==> src/rtl/sai_pkg.sv <==
// Types and codes shared by the sorted array insert/delete block.
package sai_pkg;

   localparam int ACTION_BITS = 2;
   localparam int ITEM_BITS   = 16;
   localparam int STATUS_BITS = 2;
   localparam int COUNT_BITS  = 7;

   localparam logic [ACTION_BITS-1:0] ACT_INSERT = 2'd0;
   localparam logic [ACTION_BITS-1:0] ACT_DELETE = 2'd1;
   localparam logic [ACTION_BITS-1:0] ACT_QUERY  = 2'd2;

   localparam logic [STATUS_BITS-1:0] STAT_OK        = 2'd0;
   localparam logic [STATUS_BITS-1:0] STAT_FULL      = 2'd1;
   localparam logic [STATUS_BITS-1:0] STAT_NOT_FOUND = 2'd2;

   typedef struct packed {
      logic [ACTION_BITS-1:0] action;
      logic [ITEM_BITS-1:0]   item_value;
   } req_type;

   typedef struct packed {
      logic [STATUS_BITS-1:0] status;
      logic                   found;
      logic [COUNT_BITS-1:0]  match_count;
      logic [COUNT_BITS-1:0]  fill_count;
   } rsp_type;

endpackage

==> src/rtl/sai_ram.sv <==
// Single-port-write, registered-read memory holding the sorted entries.
module sai_ram #(
   parameter int DEPTH = 64,
   parameter int WIDTH = 16
) (
   input  logic                     clock,
   input  logic                     wr_en,
   input  logic [$clog2(DEPTH)-1:0] wr_addr,
   input  logic [WIDTH-1:0]         wr_data,
   input  logic [$clog2(DEPTH)-1:0] rd_addr,
   output logic [WIDTH-1:0]         rd_data
);

   logic [WIDTH-1:0] mem [DEPTH];
   logic [WIDTH-1:0] rd_data_ff;

   always_ff @(posedge clock) begin
      if (wr_en) begin
         mem[wr_addr] <= wr_data;
      end
      rd_data_ff <= mem[rd_addr];
   end

   assign rd_data = rd_data_ff;

endmodule

==> src/rtl/sorted_array_insert_delete.sv <==
// Sorted multiset store: scan, insert with tail shift, delete all copies, query.
//
//   channel | direction | handshake             | payload
//   req     | in        | req_valid / req_ready | req_data  (req_type)
//   rsp     | out       | rsp_valid / rsp_ready | rsp_data  (rsp_type)
//
// One transfer at a time. Scan reads entries in turn up to the first larger entry; an
// insert shift or delete compaction reads and writes each moved entry in turn through
// the single read and write port of the entry memory, followed by scan end, decode,
// last step, result and idle. Synchronous reset empties the array.
// A waiting result does not block the next request; a new result waits for rsp_ready.
module sorted_array_insert_delete
   import sai_pkg::*;
#(
   parameter int CAPACITY   = 64,
   parameter int VALUE_BITS = 16
) (
   input  logic    clock,
   input  logic    reset,
   input  logic    req_valid,
   output logic    req_ready,
   input  req_type req_data,
   output logic    rsp_valid,
   input  logic    rsp_ready,
   output rsp_type rsp_data
);

   localparam int AW = $clog2(CAPACITY);
   localparam int CW = $clog2(CAPACITY + 1);
   localparam logic [CW-1:0] CAP_CNT = CW'(CAPACITY);

   localparam logic [3:0] ST_IDLE     = 4'd0;
   localparam logic [3:0] ST_SCAN_RD  = 4'd1;
   localparam logic [3:0] ST_SCAN_CHK = 4'd2;
   localparam logic [3:0] ST_EXEC     = 4'd3;
   localparam logic [3:0] ST_INS_RD   = 4'd4;
   localparam logic [3:0] ST_INS_WR   = 4'd5;
   localparam logic [3:0] ST_DEL_RD   = 4'd6;
   localparam logic [3:0] ST_DEL_WR   = 4'd7;
   localparam logic [3:0] ST_DONE     = 4'd8;

   logic [3:0]             state_ff, state_in;
   logic [CW-1:0]          idx_ff, idx_in;
   logic [CW-1:0]          used_ff, used_in;
   logic [CW-1:0]          copies_ff, copies_in;
   logic [CW-1:0]          above_ff, above_in;
   logic [ACTION_BITS-1:0] act_ff, act_in;
   logic [VALUE_BITS-1:0]  val_ff, val_in;
   logic [STATUS_BITS-1:0] status_ff, status_in;
   logic                   rsp_valid_ff, rsp_valid_in;
   rsp_type                rsp_data_ff, rsp_data_in;

   logic                   mem_we;
   logic [AW-1:0]          mem_waddr;
   logic [VALUE_BITS-1:0]  mem_wdata;
   logic [AW-1:0]          mem_raddr;
   logic [VALUE_BITS-1:0]  mem_rdata;

   logic [CW-1:0]                  idx_dec;
   logic [CW-1:0]                  del_src;
   logic [VALUE_BITS+ITEM_BITS-1:0] item_ext;
   logic [CW+COUNT_BITS-1:0]       copies_ext;
   logic [CW+COUNT_BITS-1:0]       used_ext;

   sai_ram #(
      .DEPTH (CAPACITY),
      .WIDTH (VALUE_BITS)
   ) u_ram (
      .clock   (clock),
      .wr_en   (mem_we),
      .wr_addr (mem_waddr),
      .wr_data (mem_wdata),
      .rd_addr (mem_raddr),
      .rd_data (mem_rdata)
   );

   assign idx_dec    = idx_ff - 1'b1;
   assign del_src    = idx_ff + copies_ff;
   assign item_ext   = {{VALUE_BITS{1'b0}}, req_data.item_value};
   assign copies_ext = {{COUNT_BITS{1'b0}}, copies_ff};
   assign used_ext   = {{COUNT_BITS{1'b0}}, used_ff};

   always_comb begin
      state_in     = state_ff;
      idx_in       = idx_ff;
      used_in      = used_ff;
      copies_in    = copies_ff;
      above_in     = above_ff;
      act_in       = act_ff;
      val_in       = val_ff;
      status_in    = status_ff;
      rsp_valid_in = rsp_valid_ff;
      rsp_data_in  = rsp_data_ff;
      mem_we       = 1'b0;
      mem_waddr    = idx_ff[AW-1:0];
      mem_wdata    = mem_rdata;
      mem_raddr    = idx_ff[AW-1:0];

      if (rsp_valid_ff && rsp_ready) begin
         rsp_valid_in = 1'b0;
      end

      unique case (state_ff)
         ST_IDLE: begin
            if (req_valid) begin
               act_in    = req_data.action;
               val_in    = item_ext[VALUE_BITS-1:0];
               idx_in    = '0;
               copies_in = '0;
               status_in = STAT_OK;
               state_in  = ST_SCAN_RD;
            end
         end
         ST_SCAN_RD: begin
            if (idx_ff == used_ff) begin
               above_in = idx_ff;
               state_in = ST_EXEC;
            end else begin
               state_in = ST_SCAN_CHK;
            end
         end
         ST_SCAN_CHK: begin
            if (mem_rdata == val_ff) begin
               copies_in = copies_ff + 1'b1;
               idx_in    = idx_ff + 1'b1;
               state_in  = ST_SCAN_RD;
            end else if (mem_rdata > val_ff) begin
               above_in = idx_ff;
               state_in = ST_EXEC;
            end else begin
               idx_in   = idx_ff + 1'b1;
               state_in = ST_SCAN_RD;
            end
         end
         ST_EXEC: begin
            case (act_ff)
               ACT_INSERT: begin
                  if (used_ff == CAP_CNT) begin
                     status_in = STAT_FULL;
                     state_in  = ST_DONE;
                  end else begin
                     idx_in   = used_ff;
                     state_in = ST_INS_RD;
                  end
               end
               ACT_DELETE: begin
                  if (copies_ff == '0) begin
                     status_in = STAT_NOT_FOUND;
                     state_in  = ST_DONE;
                  end else begin
                     idx_in   = above_ff - copies_ff;
                     state_in = ST_DEL_RD;
                  end
               end
               default: begin
                  status_in = (copies_ff == '0) ? STAT_NOT_FOUND : STAT_OK;
                  state_in  = ST_DONE;
               end
            endcase
         end
         ST_INS_RD: begin
            if (idx_ff == above_ff) begin
               mem_we    = 1'b1;
               mem_waddr = above_ff[AW-1:0];
               mem_wdata = val_ff;
               used_in   = used_ff + 1'b1;
               state_in  = ST_DONE;
            end else begin
               mem_raddr = idx_dec[AW-1:0];
               state_in  = ST_INS_WR;
            end
         end
         ST_INS_WR: begin
            mem_we   = 1'b1;
            idx_in   = idx_dec;
            state_in = ST_INS_RD;
         end
         ST_DEL_RD: begin
            if (del_src == used_ff) begin
               used_in  = used_ff - copies_ff;
               state_in = ST_DONE;
            end else begin
               mem_raddr = del_src[AW-1:0];
               state_in  = ST_DEL_WR;
            end
         end
         ST_DEL_WR: begin
            mem_we   = 1'b1;
            idx_in   = idx_ff + 1'b1;
            state_in = ST_DEL_RD;
         end
         ST_DONE: begin
            if (!rsp_valid_ff || rsp_ready) begin
               rsp_valid_in            = 1'b1;
               rsp_data_in.status      = status_ff;
               rsp_data_in.found       = (copies_ff != '0);
               rsp_data_in.match_count = copies_ext[COUNT_BITS-1:0];
               rsp_data_in.fill_count  = used_ext[COUNT_BITS-1:0];
               state_in                = ST_IDLE;
            end
         end
         default: begin
            state_in = ST_IDLE;
         end
      endcase
   end

   always_ff @(posedge clock) begin
      if (reset) begin
         state_ff     <= ST_IDLE;
         used_ff      <= '0;
         rsp_valid_ff <= 1'b0;
      end else begin
         state_ff     <= state_in;
         used_ff      <= used_in;
         rsp_valid_ff <= rsp_valid_in;
      end
      idx_ff      <= idx_in;
      copies_ff   <= copies_in;
      above_ff    <= above_in;
      act_ff      <= act_in;
      val_ff      <= val_in;
      status_ff   <= status_in;
      rsp_data_ff <= rsp_data_in;
   end

   assign req_ready = (state_ff == ST_IDLE);
   assign rsp_valid = rsp_valid_ff;
   assign rsp_data  = rsp_data_ff;

endmodule
==> config.mk <==
export PLATFORM = sky130hd
export DESIGN_NAME = sorted_array_insert_delete
export DESIGN_NICKNAME = d
export VERILOG_FILES = /design/src/rtl/sai_pkg.sv /design/src/rtl/sai_ram.sv /design/src/rtl/sorted_array_insert_delete.sv
export SDC_FILE = /design/constraint.sdc
export NUM_CORES = 1
export LEC_CHECK = 0
export BUFFER_PORTS_ARGS = -buffer_cell sky130_fd_sc_hd__buf_4
export CAP_MARGIN = 30
export CORE_MARGIN = 5
export CORE_UTILIZATION = 44
export CTS_CLUSTER_DIAMETER = 40
export DETAILED_ROUTE_END_ITERATION = 8
export PLACE_DENSITY = 0.67
export SLEW_MARGIN = 20
export SYNTH_ARGS = -nofsm -noshare
export SYNTH_HDL_FRONTEND = slang
export SYNTH_SLANG_ARGS = --single-unit
==> constraint.sdc <==
create_clock -name clock -period 6.38 [get_ports clock]
set_input_delay 0 -clock clock [delete_from_list [all_inputs] [get_ports clock]]
set_output_delay 0 -clock clock [all_outputs]
set_load 0.05 [all_outputs]
# == Yosys cells after proc, flatten, opt, wreduce, memory -nomap -nowiden ==
# Memories as Yosys holds them, arrays and structs flattened. A register that Yosys moved wholly into a read port is not among the register bits.
# Cells that the tools add are included.
# totals
mem_count,1
ff_bits,70
ram_bits,1024
wordCells,118
in_bits,22
# memory_table
name,depth,width,read_ports,rd_ports_with_merged_regs,wr,line_no,text
u_ram.mem,64,16,1,1,1,sai_ram.sv:14,logic [WIDTH-1:0] mem [DEPTH];
# classes
eq_ne,28
n_mux,47
magnitude_cmp,1
n_addsub,7
n_reduce_logical,21
# ops
operator,count
$mux W7,11
$pmux W7 S2,4
$pmux W4 S9,1
$pmux W7 S5,1
$mux W16,2
$mux W4,6
$mux W6,4
$add A7 B1 Y7 const B,3
$eq A7 B7 Y1,3
$eq A16 B16 Y1,1
$eq A4 B3 Y1 const B,4
$gt A16 B16 Y1,1
$ne A2 B2 Y1 const B,8
$ne A3 B3 Y1 const B,5
$sub A7 B7 Y7,2
$mux W2,6
$pmux W6 S2,1
$eq A4 B2 Y1 const B,2
$pmux W2 S2,2
$pmux W4 S2,1
$reduce_and A4 Y1,2
$reduce_bool A2 Y1,4
$add A7 B7 Y7,1
$eq A7 B7 Y1 const B,1
other kinds (19),28

# == Logic depth before layout (Yosys ltp) ==
# Gate-level depths: netlist of run 1.
# depth
word_depth,5
mapped_depth,19
depth_no_buf,15

# == Modules after synthesis ==
# From an unflattened synthesis of run 1, not the netlist that was laid out.
# unflattened
hier_cells,2317
area_unflattened_um2,44780.4
# by_module_without_submodules
mod,area_per_inst_um2,instances,cells_per_inst,seq_area_each_um2
sai_ram,40042.2,1,1829,31069.8
sorted_array_insert_delete,4738.3,1,488,1981.9

# == Least setup slack after synthesis of run 1 ==
# Ideal clock, no wire load.
# synth_path
kind,register to register
startpoint,reg idx_ff[1]
endpoint,mem u_ram.mem[0][15] (data pin)
period_less_slack_ps,5139
setup_slack_ps,1241
required_ps,5678
arrival_ps,4437
path_stages_with_launch,9
path_cell_list,edfxtp_1 -> buf_2 -> xor2_1 -> nor4_1 -> nand4_1 -> or3_1 -> clkbuf_1 -> clkbuf_1 -> o21ai_0
# synth_between
elab_chain_cells,3
# synth_rtl
element,line_no,text
"start, declared",sorted_array_insert_delete.sv:43,"logic [CW-1:0] idx_ff, idx_in;"
"start signal, assigned",sorted_array_insert_delete.sv:218,idx_ff <= idx_in;
$eq A7 B7 Y1,sorted_array_insert_delete.sv:162,if (idx_ff == above_ff) begin
$mux W16,sorted_array_insert_delete.sv:162,
$mux W16,sorted_array_insert_delete.sv:103,unique case (state_ff)
named net mem_wdata[15],sorted_array_insert_delete.sv:55,logic [VALUE_BITS-1:0] mem_wdata;
"end, declared",sai_ram.sv:14,
# The timed path passes the listed nets, and every way through them passes these cells.

# == Final worst setup path of run 1 ==
# layout_path
startpoint,reg idx_ff[0]
endpoint,"reg u_ram.rd_data_ff[6] (netlist: u_ram.rd_data[6]), read port of u_ram.mem"
# layout_between
elab_chain_cells,4
word_cells_on_any_way,7
cone_classes,add/sub: 2; eq/ne: 2; mux: 3
# layout_rtl
element,line_no,text
$add A7 B7 Y7,sorted_array_insert_delete.sv:78,assign del_src = idx_ff + copies_ff;
$eq A7 B7 Y1,sorted_array_insert_delete.sv:179,if (del_src == used_ff) begin
$mux W6,sorted_array_insert_delete.sv:179,
$pmux W6 S2 (*),sorted_array_insert_delete.sv:103,
"end, declared",sai_ram.sv:15,logic [WIDTH-1:0] rd_data_ff;
# Mark *: on every way between the ends. The rest lies on a longest branch, timed or not.
# A chain may end at the register's enable or synchronous reset.

==> impl_metrics.yaml, run 1 <==
synthesis:
  synth_top_cells_by_area: "edfxtp_1, mux4_2, mux2i_1"
  synth_xor_area_frac: 0.00926
  synth_top_family_by_area: "multiplexers"
  yosys_warnings: 0
  syn_area_um2: 45100
  synth_ff_type: "edfxtp_1"
  yosys.area.top_type: "edfxtp_1"
  synthArstFlopShare: 0
  synth.most_common_cell: "edfxtp_1"
  synth_nets: 2672
  ys_types: 73
  syn_avg_cell_area_um2: 17.3
  seq_area_frac_synth: 0.732
  synthSimpleGateAreaFrac: 0.0505
  synth_fa_ha_area_frac: 0.0119
  synth_cells: 2609
  synth_top_area_frac: 0.720
  synth_compound_area_frac: 0.0680
  synthMuxAreaShare: 0.107
  synth_commonest_cells: "edfxtp_1, mux2i_1, a211oi_1"
  synth_edf_count: 1082
  synth-seq-cells: 1110
global_route:
  track_usage: 0.212
  grt_overflow: 0
  grt_pass1_vias: 25900
  grt_max_degree: 67
  grt_pass1_wl_mm: 171
  antenna_found_initial: 3
setup_path:
  crit_fanout: 32
  cp.arrival_ps: 6290
  worstPathRequired_ps: 6950
  setup.worst_path.start_class: "flip-flop"
  end_kind: "flip-flop"
  crit_type: "flip-flop to flip-flop"
sta:
  setup_viol: 0
  hold_slack_ps: 110
  maxSlewViolCount: 0
  fin_skew_ps: 34.9
  fmax_mhz: 175
  post-route-min-period_ps: 5720
  worst_slew_pin_slew_ps: 1090
  slew_headroom: 0.266
  post-route-period-util: 0.897
  finalHoldViolations: 0
  rsz0062_at_grt: "no"
  setup-tns-final_ps: 0
clock_network:
  cts-resized-gates: 0
  cts_tree: "done"
  cts_setup_buffers: 0
  cts.clk_slew.worst_paths_ps: 60
  clk_latency_ps: 730
  cts_buffer_depth: 3
  cts-root-buf: "clkbuf_16"
  h-tree-depth: 4
  cts.sinks: 1110
  numCtsBuffers: 137
layout:
  fin_util: 0.524
  diodes: 0
  fill_cells: 8032
  area_growth_pct: 18.3
  nets: 2899
  drive_gt1_frac: 0.225
die:
  die-height_um: 330
  start_util: 0.443
  die_w_um: 330
  die-area_um2: 109000
  num_io_pins: 41
  core_um2: 102000
  fp-row-count: 117
route:
  wirelength_mm: 116
  drc: 0
  ant_nets: 0
  dr_total_vias: 25800
  drt-wirelength-per-cell_um: 26.9
  dr.pass1.iters: 6
  vias_per_cell: 5.98
  drt_first_iter_violations: 3342
placement:
  dpl.hpwl_mm: 71.2
  port_buffers: 40
  gp_congestion: 0.845
hold_path:
  holdCritPathClass: "input port to flip-flop"
outcome:
  outcome: "completed"
pwr:
  power.density_nw_per_um2: 372
  p_leak_nw: 18.2
  ir_drop_mv: 0.272
run:
  cap_violations: 0
report_power, final:
part,internal [W],switching (W)
logic,0.000988,0.00206
registers,0.00887,0.000142
clock network,0.00473,0.00307
total,0.0146,0.00527
critical path: stages (launching register included):
cell      delay [ps]
edfxtp_1         670
ha_1             300
inv_1             70
fa_1             400
nand2b_1         190
a21oi_2          170
xnor2_1          120
or3_4            360
o311ai_0         650
nand3_1          450
nand2_1          180
buf_4            450
buf_4            360
a211oi_1          90
o31ai_1          920
nand4_1          160
through the flow:
step	instances	setup slack (ps)	area, um2	total power (W)
2_1_floorplan	2609	1240	45100	0.0108
3_3_place_gp	3998	884	47800	0.0119
3_5_place_dp	4016	856	48100	0.0121
4_1_cts	4304	853	53200	0.0198
5_1_grt	4314	370	53400	0.0205
6_report	4314	659	53400	0.0198
what timing repair did:
| item | in CTS | in global routing |
|---|---|---|
| endpoints found under the hold margin | 32 | 0 |
| hold buffers | 39 | 0 |
| endpoints found under the setup margin | 0 | 0 |
cell usage in the layout (no fill, tap or decap), types with 30 or more instances in the layout:
cell type      instances
mux2i_1              159
dlygate4sd3_1         39
clkbuf_16            142
and3_1                69
nor2_1               133
a22o_1                48
mux2_2                31
inv_1                 36
a21oi_1               37
mux4_2               129
a211oi_1             156
nand3_1               51
ha_1                  38
edfxtp_1            1082
o31ai_1               47
nand2_1              121
xnor2_1               30
buf_4                166
registers in the layout, summed over array words and instances (netlist names):
name / cells
act_ff: 2
val_ff: 16
u_ram.mem: 1024
status_ff: 2
copies_ff: 7
above_ff: 7
rsp_data: 17
idx_ff: 7
used_ff: 7
rsp_valid: 1
state_ff: 4
u_ram.rd_data: 16
logic make-up after synthesis:
logic type,after synthesis
and+or+nand+nor,481
AOI/OAI and AO/OA,417
adders and majority gates,41
buffers and inverters,195
DFF,1110
xor gates and xnor gates,46
muxes,319
cell type report:
class	count	area [um2]	area share
clock buffer	153	3590	0.0673
clock inverter	96	1050	0.0196
inverter	37	139	0.00260
multi-input combinational	1304	11400	0.214
sequential	1110	33100	0.619
tap	1368	1710	0.0321
timing repair buffer	246	2420	0.0453
routing by layer:
metal / GRT usage / up-vias / wire length, um
met5: 0 / - / 13
met4: 0.0797 / 2 / 4350
met2: 0.333 / 1345 / 54600
met3: 0.0468 / 258 / 11000
li1: - / 11000 / -
met1: 0.293 / 13200 / 46100
final timing paths:
path           startpoint          endpoint  slack (ps)  depth (start not counted)
max             idx_ff[0]  u_ram.rd_data[6]         660                         15
min                 reset       state_ff[3]         110                          3
max reg2reg     idx_ff[0]  u_ram.rd_data[6]         660                         15
min reg2reg  status_ff[0]      rsp_data[15]         430                          0
Note: power is estimated with default switching activity, not from simulation.
==> run 2: changes to the inputs <==
PLACE_DENSITY = 0.71   (was 0.67)
==> run 2 against run 1 <==
Sequential power is essentially flat. Flip-flop and latch count is the same. Total power about the same. Register-to-register slack improved by 260 ps. Via count increased by 0.89%. First-iteration DRC count rose by 10%. Critical path depth fell by 1. Setup slack improved by 260 ps. Largest power group unchanged. Clock-buffer cell count is 1 higher. Global-route usage increased by 0.38 points. Combinational power is essentially flat. Cell count down 0.44%.
==> impl_metrics.yaml, run 2 (same netlist as run 1, synthesis figures left out) <==
pwr:
  p_clk_frac: 0.392
  combPwrFrac: 0.154
  power.density_nw_per_um2: 374
  ir_drop_mv: 0.262
  p_leak_nw: 18.1
  power.switching_w: 0.00536
  p_seq_frac: 0.454
  switching_share: 0.270
  intPower_w: 0.0145
clock_network:
  clk_latency_ps: 740
  numCtsBuffers: 133
  cts_setup_buffers: 0
  cts_tree: "done"
  cts.sinks: 1110
  cts_buffer_depth: 3
  h-tree-depth: 4
  cts-root-buf: "clkbuf_16"
  cts.clk_slew.worst_paths_ps: 60
setup_path:
  worstPathRequired_ps: 6930
  ff2ff_path_depth: 14
  end_kind: "flip-flop"
  crit_path_cell_trace: "ha_1 -> inv_1 -> fa_1 -> nand2b_1 -> a21oi_2 -> xnor2_1 -> or3_4 -> o311ai_0 -> nand3_1 -> nand2_1 -> buf_4 -> a211oi_1 -> o31ai_1 -> nand4_1"
  r2r_slack_ps: 920
  cp.depth: 14
  cp-startpoint: "idx_ff[0]"
  setup.worst_path.start_class: "flip-flop"
  worstReg2RegStart: "idx_ff[0]"
  crit_fanout: 46
  cp_num_buf_inv: 2
  reg2reg_to: "u_ram.rd_data[8]"
  crit_type: "flip-flop to flip-flop"
  crit_family: "compound AO/OA/AOI/OAI gates"
  crit_path_max_incr_delay_ps: 800
  slowest_stage: "o31ai_1"
  cp.arrival_ps: 6010
die:
  die_w_um: 330
  start_util: 0.443
  die-height_um: 330
  core_um2: 102000
  num_io_pins: 41
  fp-row-count: 117
  die-area_um2: 109000
global_route:
  track_usage: 0.216
  grt_pass1_vias: 25900
  grt_overflow: 0
  grt_pass1_wl_mm: 173
  grt_max_degree: 67
  antenna_found_initial: 2
sta:
  rsz0062_at_grt: "no"
  post-route-min-period_ps: 5460
  finalHoldViolations: 0
  setup-tns-final_ps: 0
  maxSlewViolCount: 0
  post-route-period-util: 0.856
  worst_slew_pin_slew_ps: 980
  worst_slack_ps: 919
  fin_skew_ps: 41.9
  slew_headroom: 0.340
  fmax_mhz: 183
  setup_viol: 0
outcome:
  outcome: "completed"
hold_path:
  hold_start: "req_data[14]"
  hold_end: "val_ff[14]"
  whs_path_depth: 2
  holdCritPathClass: "input port to flip-flop"
layout:
  drive_gt1_frac: 0.216
  nets: 2882
  multiInputGateArea_um2: 11400
  mostFrequentLayoutCell: "edfxtp_1"
  most-common-layout-cells: "edfxtp_1, buf_4, mux2i_1"
  fin_util: 0.521
  fill_cells: 7946
  diodes: 0
  largest_reg_flops: 1024
  regArea_um2: 33100
  regMostFlops: "u_ram.mem"
  area_growth_pct: 17.6
route:
  drt_first_iter_violations: 3682
  dr_total_vias: 26000
  drc: 0
  vias_per_cell: 6.06
  ant_nets: 0
  dr.pass1.iters: 6
  drt-wirelength-per-cell_um: 27.6
  wirelength_mm: 119
placement:
  pre_cts_ws_ps: 1030
  dpl.hpwl_mm: 72.0
  port_buffers: 40
  gp_congestion: 0.893
run:
  cap_violations: 0
run 2: changes by cell type in the layout (fill, tap and decap cells not counted), sizes merged:
cell	previous run	this run
buf	207	197
clkinv	56	49
inv	53	49
bufinv	15	18
dlygate4sd3	39	36
clkbuf	153	154
clkinvlp	9	10
run 2: worst max path at each step:
stage / to / slack (ps)
6_report: u_ram.rd_data[8] / 920
5_1_grt: u_ram.rd_data[8] / 640
4_1_cts: u_ram.rd_data[8] / 1010
3_5_place_dp: u_ram.rd_data[8] / 1030
3_3_place_gp: u_ram.rd_data[0] / 1140
2_1_floorplan: u_ram.mem[0][15] / 1240
run 2: layout make-up:
cell class	count	share of cell area
clock buffer	154	0.0650
clock inverter	89	0.0215
inverter	37	0.00262
multi-input combinational	1304	0.215
sequential	1110	0.623
tap	1368	0.0323
timing repair buffer	233	0.0408
run 2: power by group through the flow:
stage	Combinational (W)	Clock, W	Sequential [W]
3_5_place_dp	0.00296	0	0.00915
5_1_grt	0.00321	0.00819	0.00901
4_1_cts	0.00300	0.00784	0.00900
3_3_place_gp	0.00276	0	0.00915
6_report	0.00306	0.00777	0.00901
2_1_floorplan	0.00162	0	0.00919
run 2: metrics by stage:
stage	hold slack, ps	std cells	cell area (um2)	total power [W]
2_1_floorplan	98.9	2609	45100	0.0108
3_3_place_gp	180	3995	47700	0.0119
3_5_place_dp	179	4010	48000	0.0121
4_1_cts	4.73	4289	53000	0.0198
5_1_grt	9.66	4295	53100	0.0204
6_report	25.5	4295	53100	0.0198
run 2: repair_timing:
action | CTS | global route
hold endpoints to repair | 32 | 0
hold buffers | 36 | 0
gates resized for setup | 0 | 0
run 2: layer usage:
layer,up-vias,global-route usage,part of all wire
li1,10900,-,-
met3,324,0.0553,0.11
met2,1491,0.335,0.46
met4,4,0.0915,0.044
met1,13300,0.291,0.39
met5,-,0,0.00023
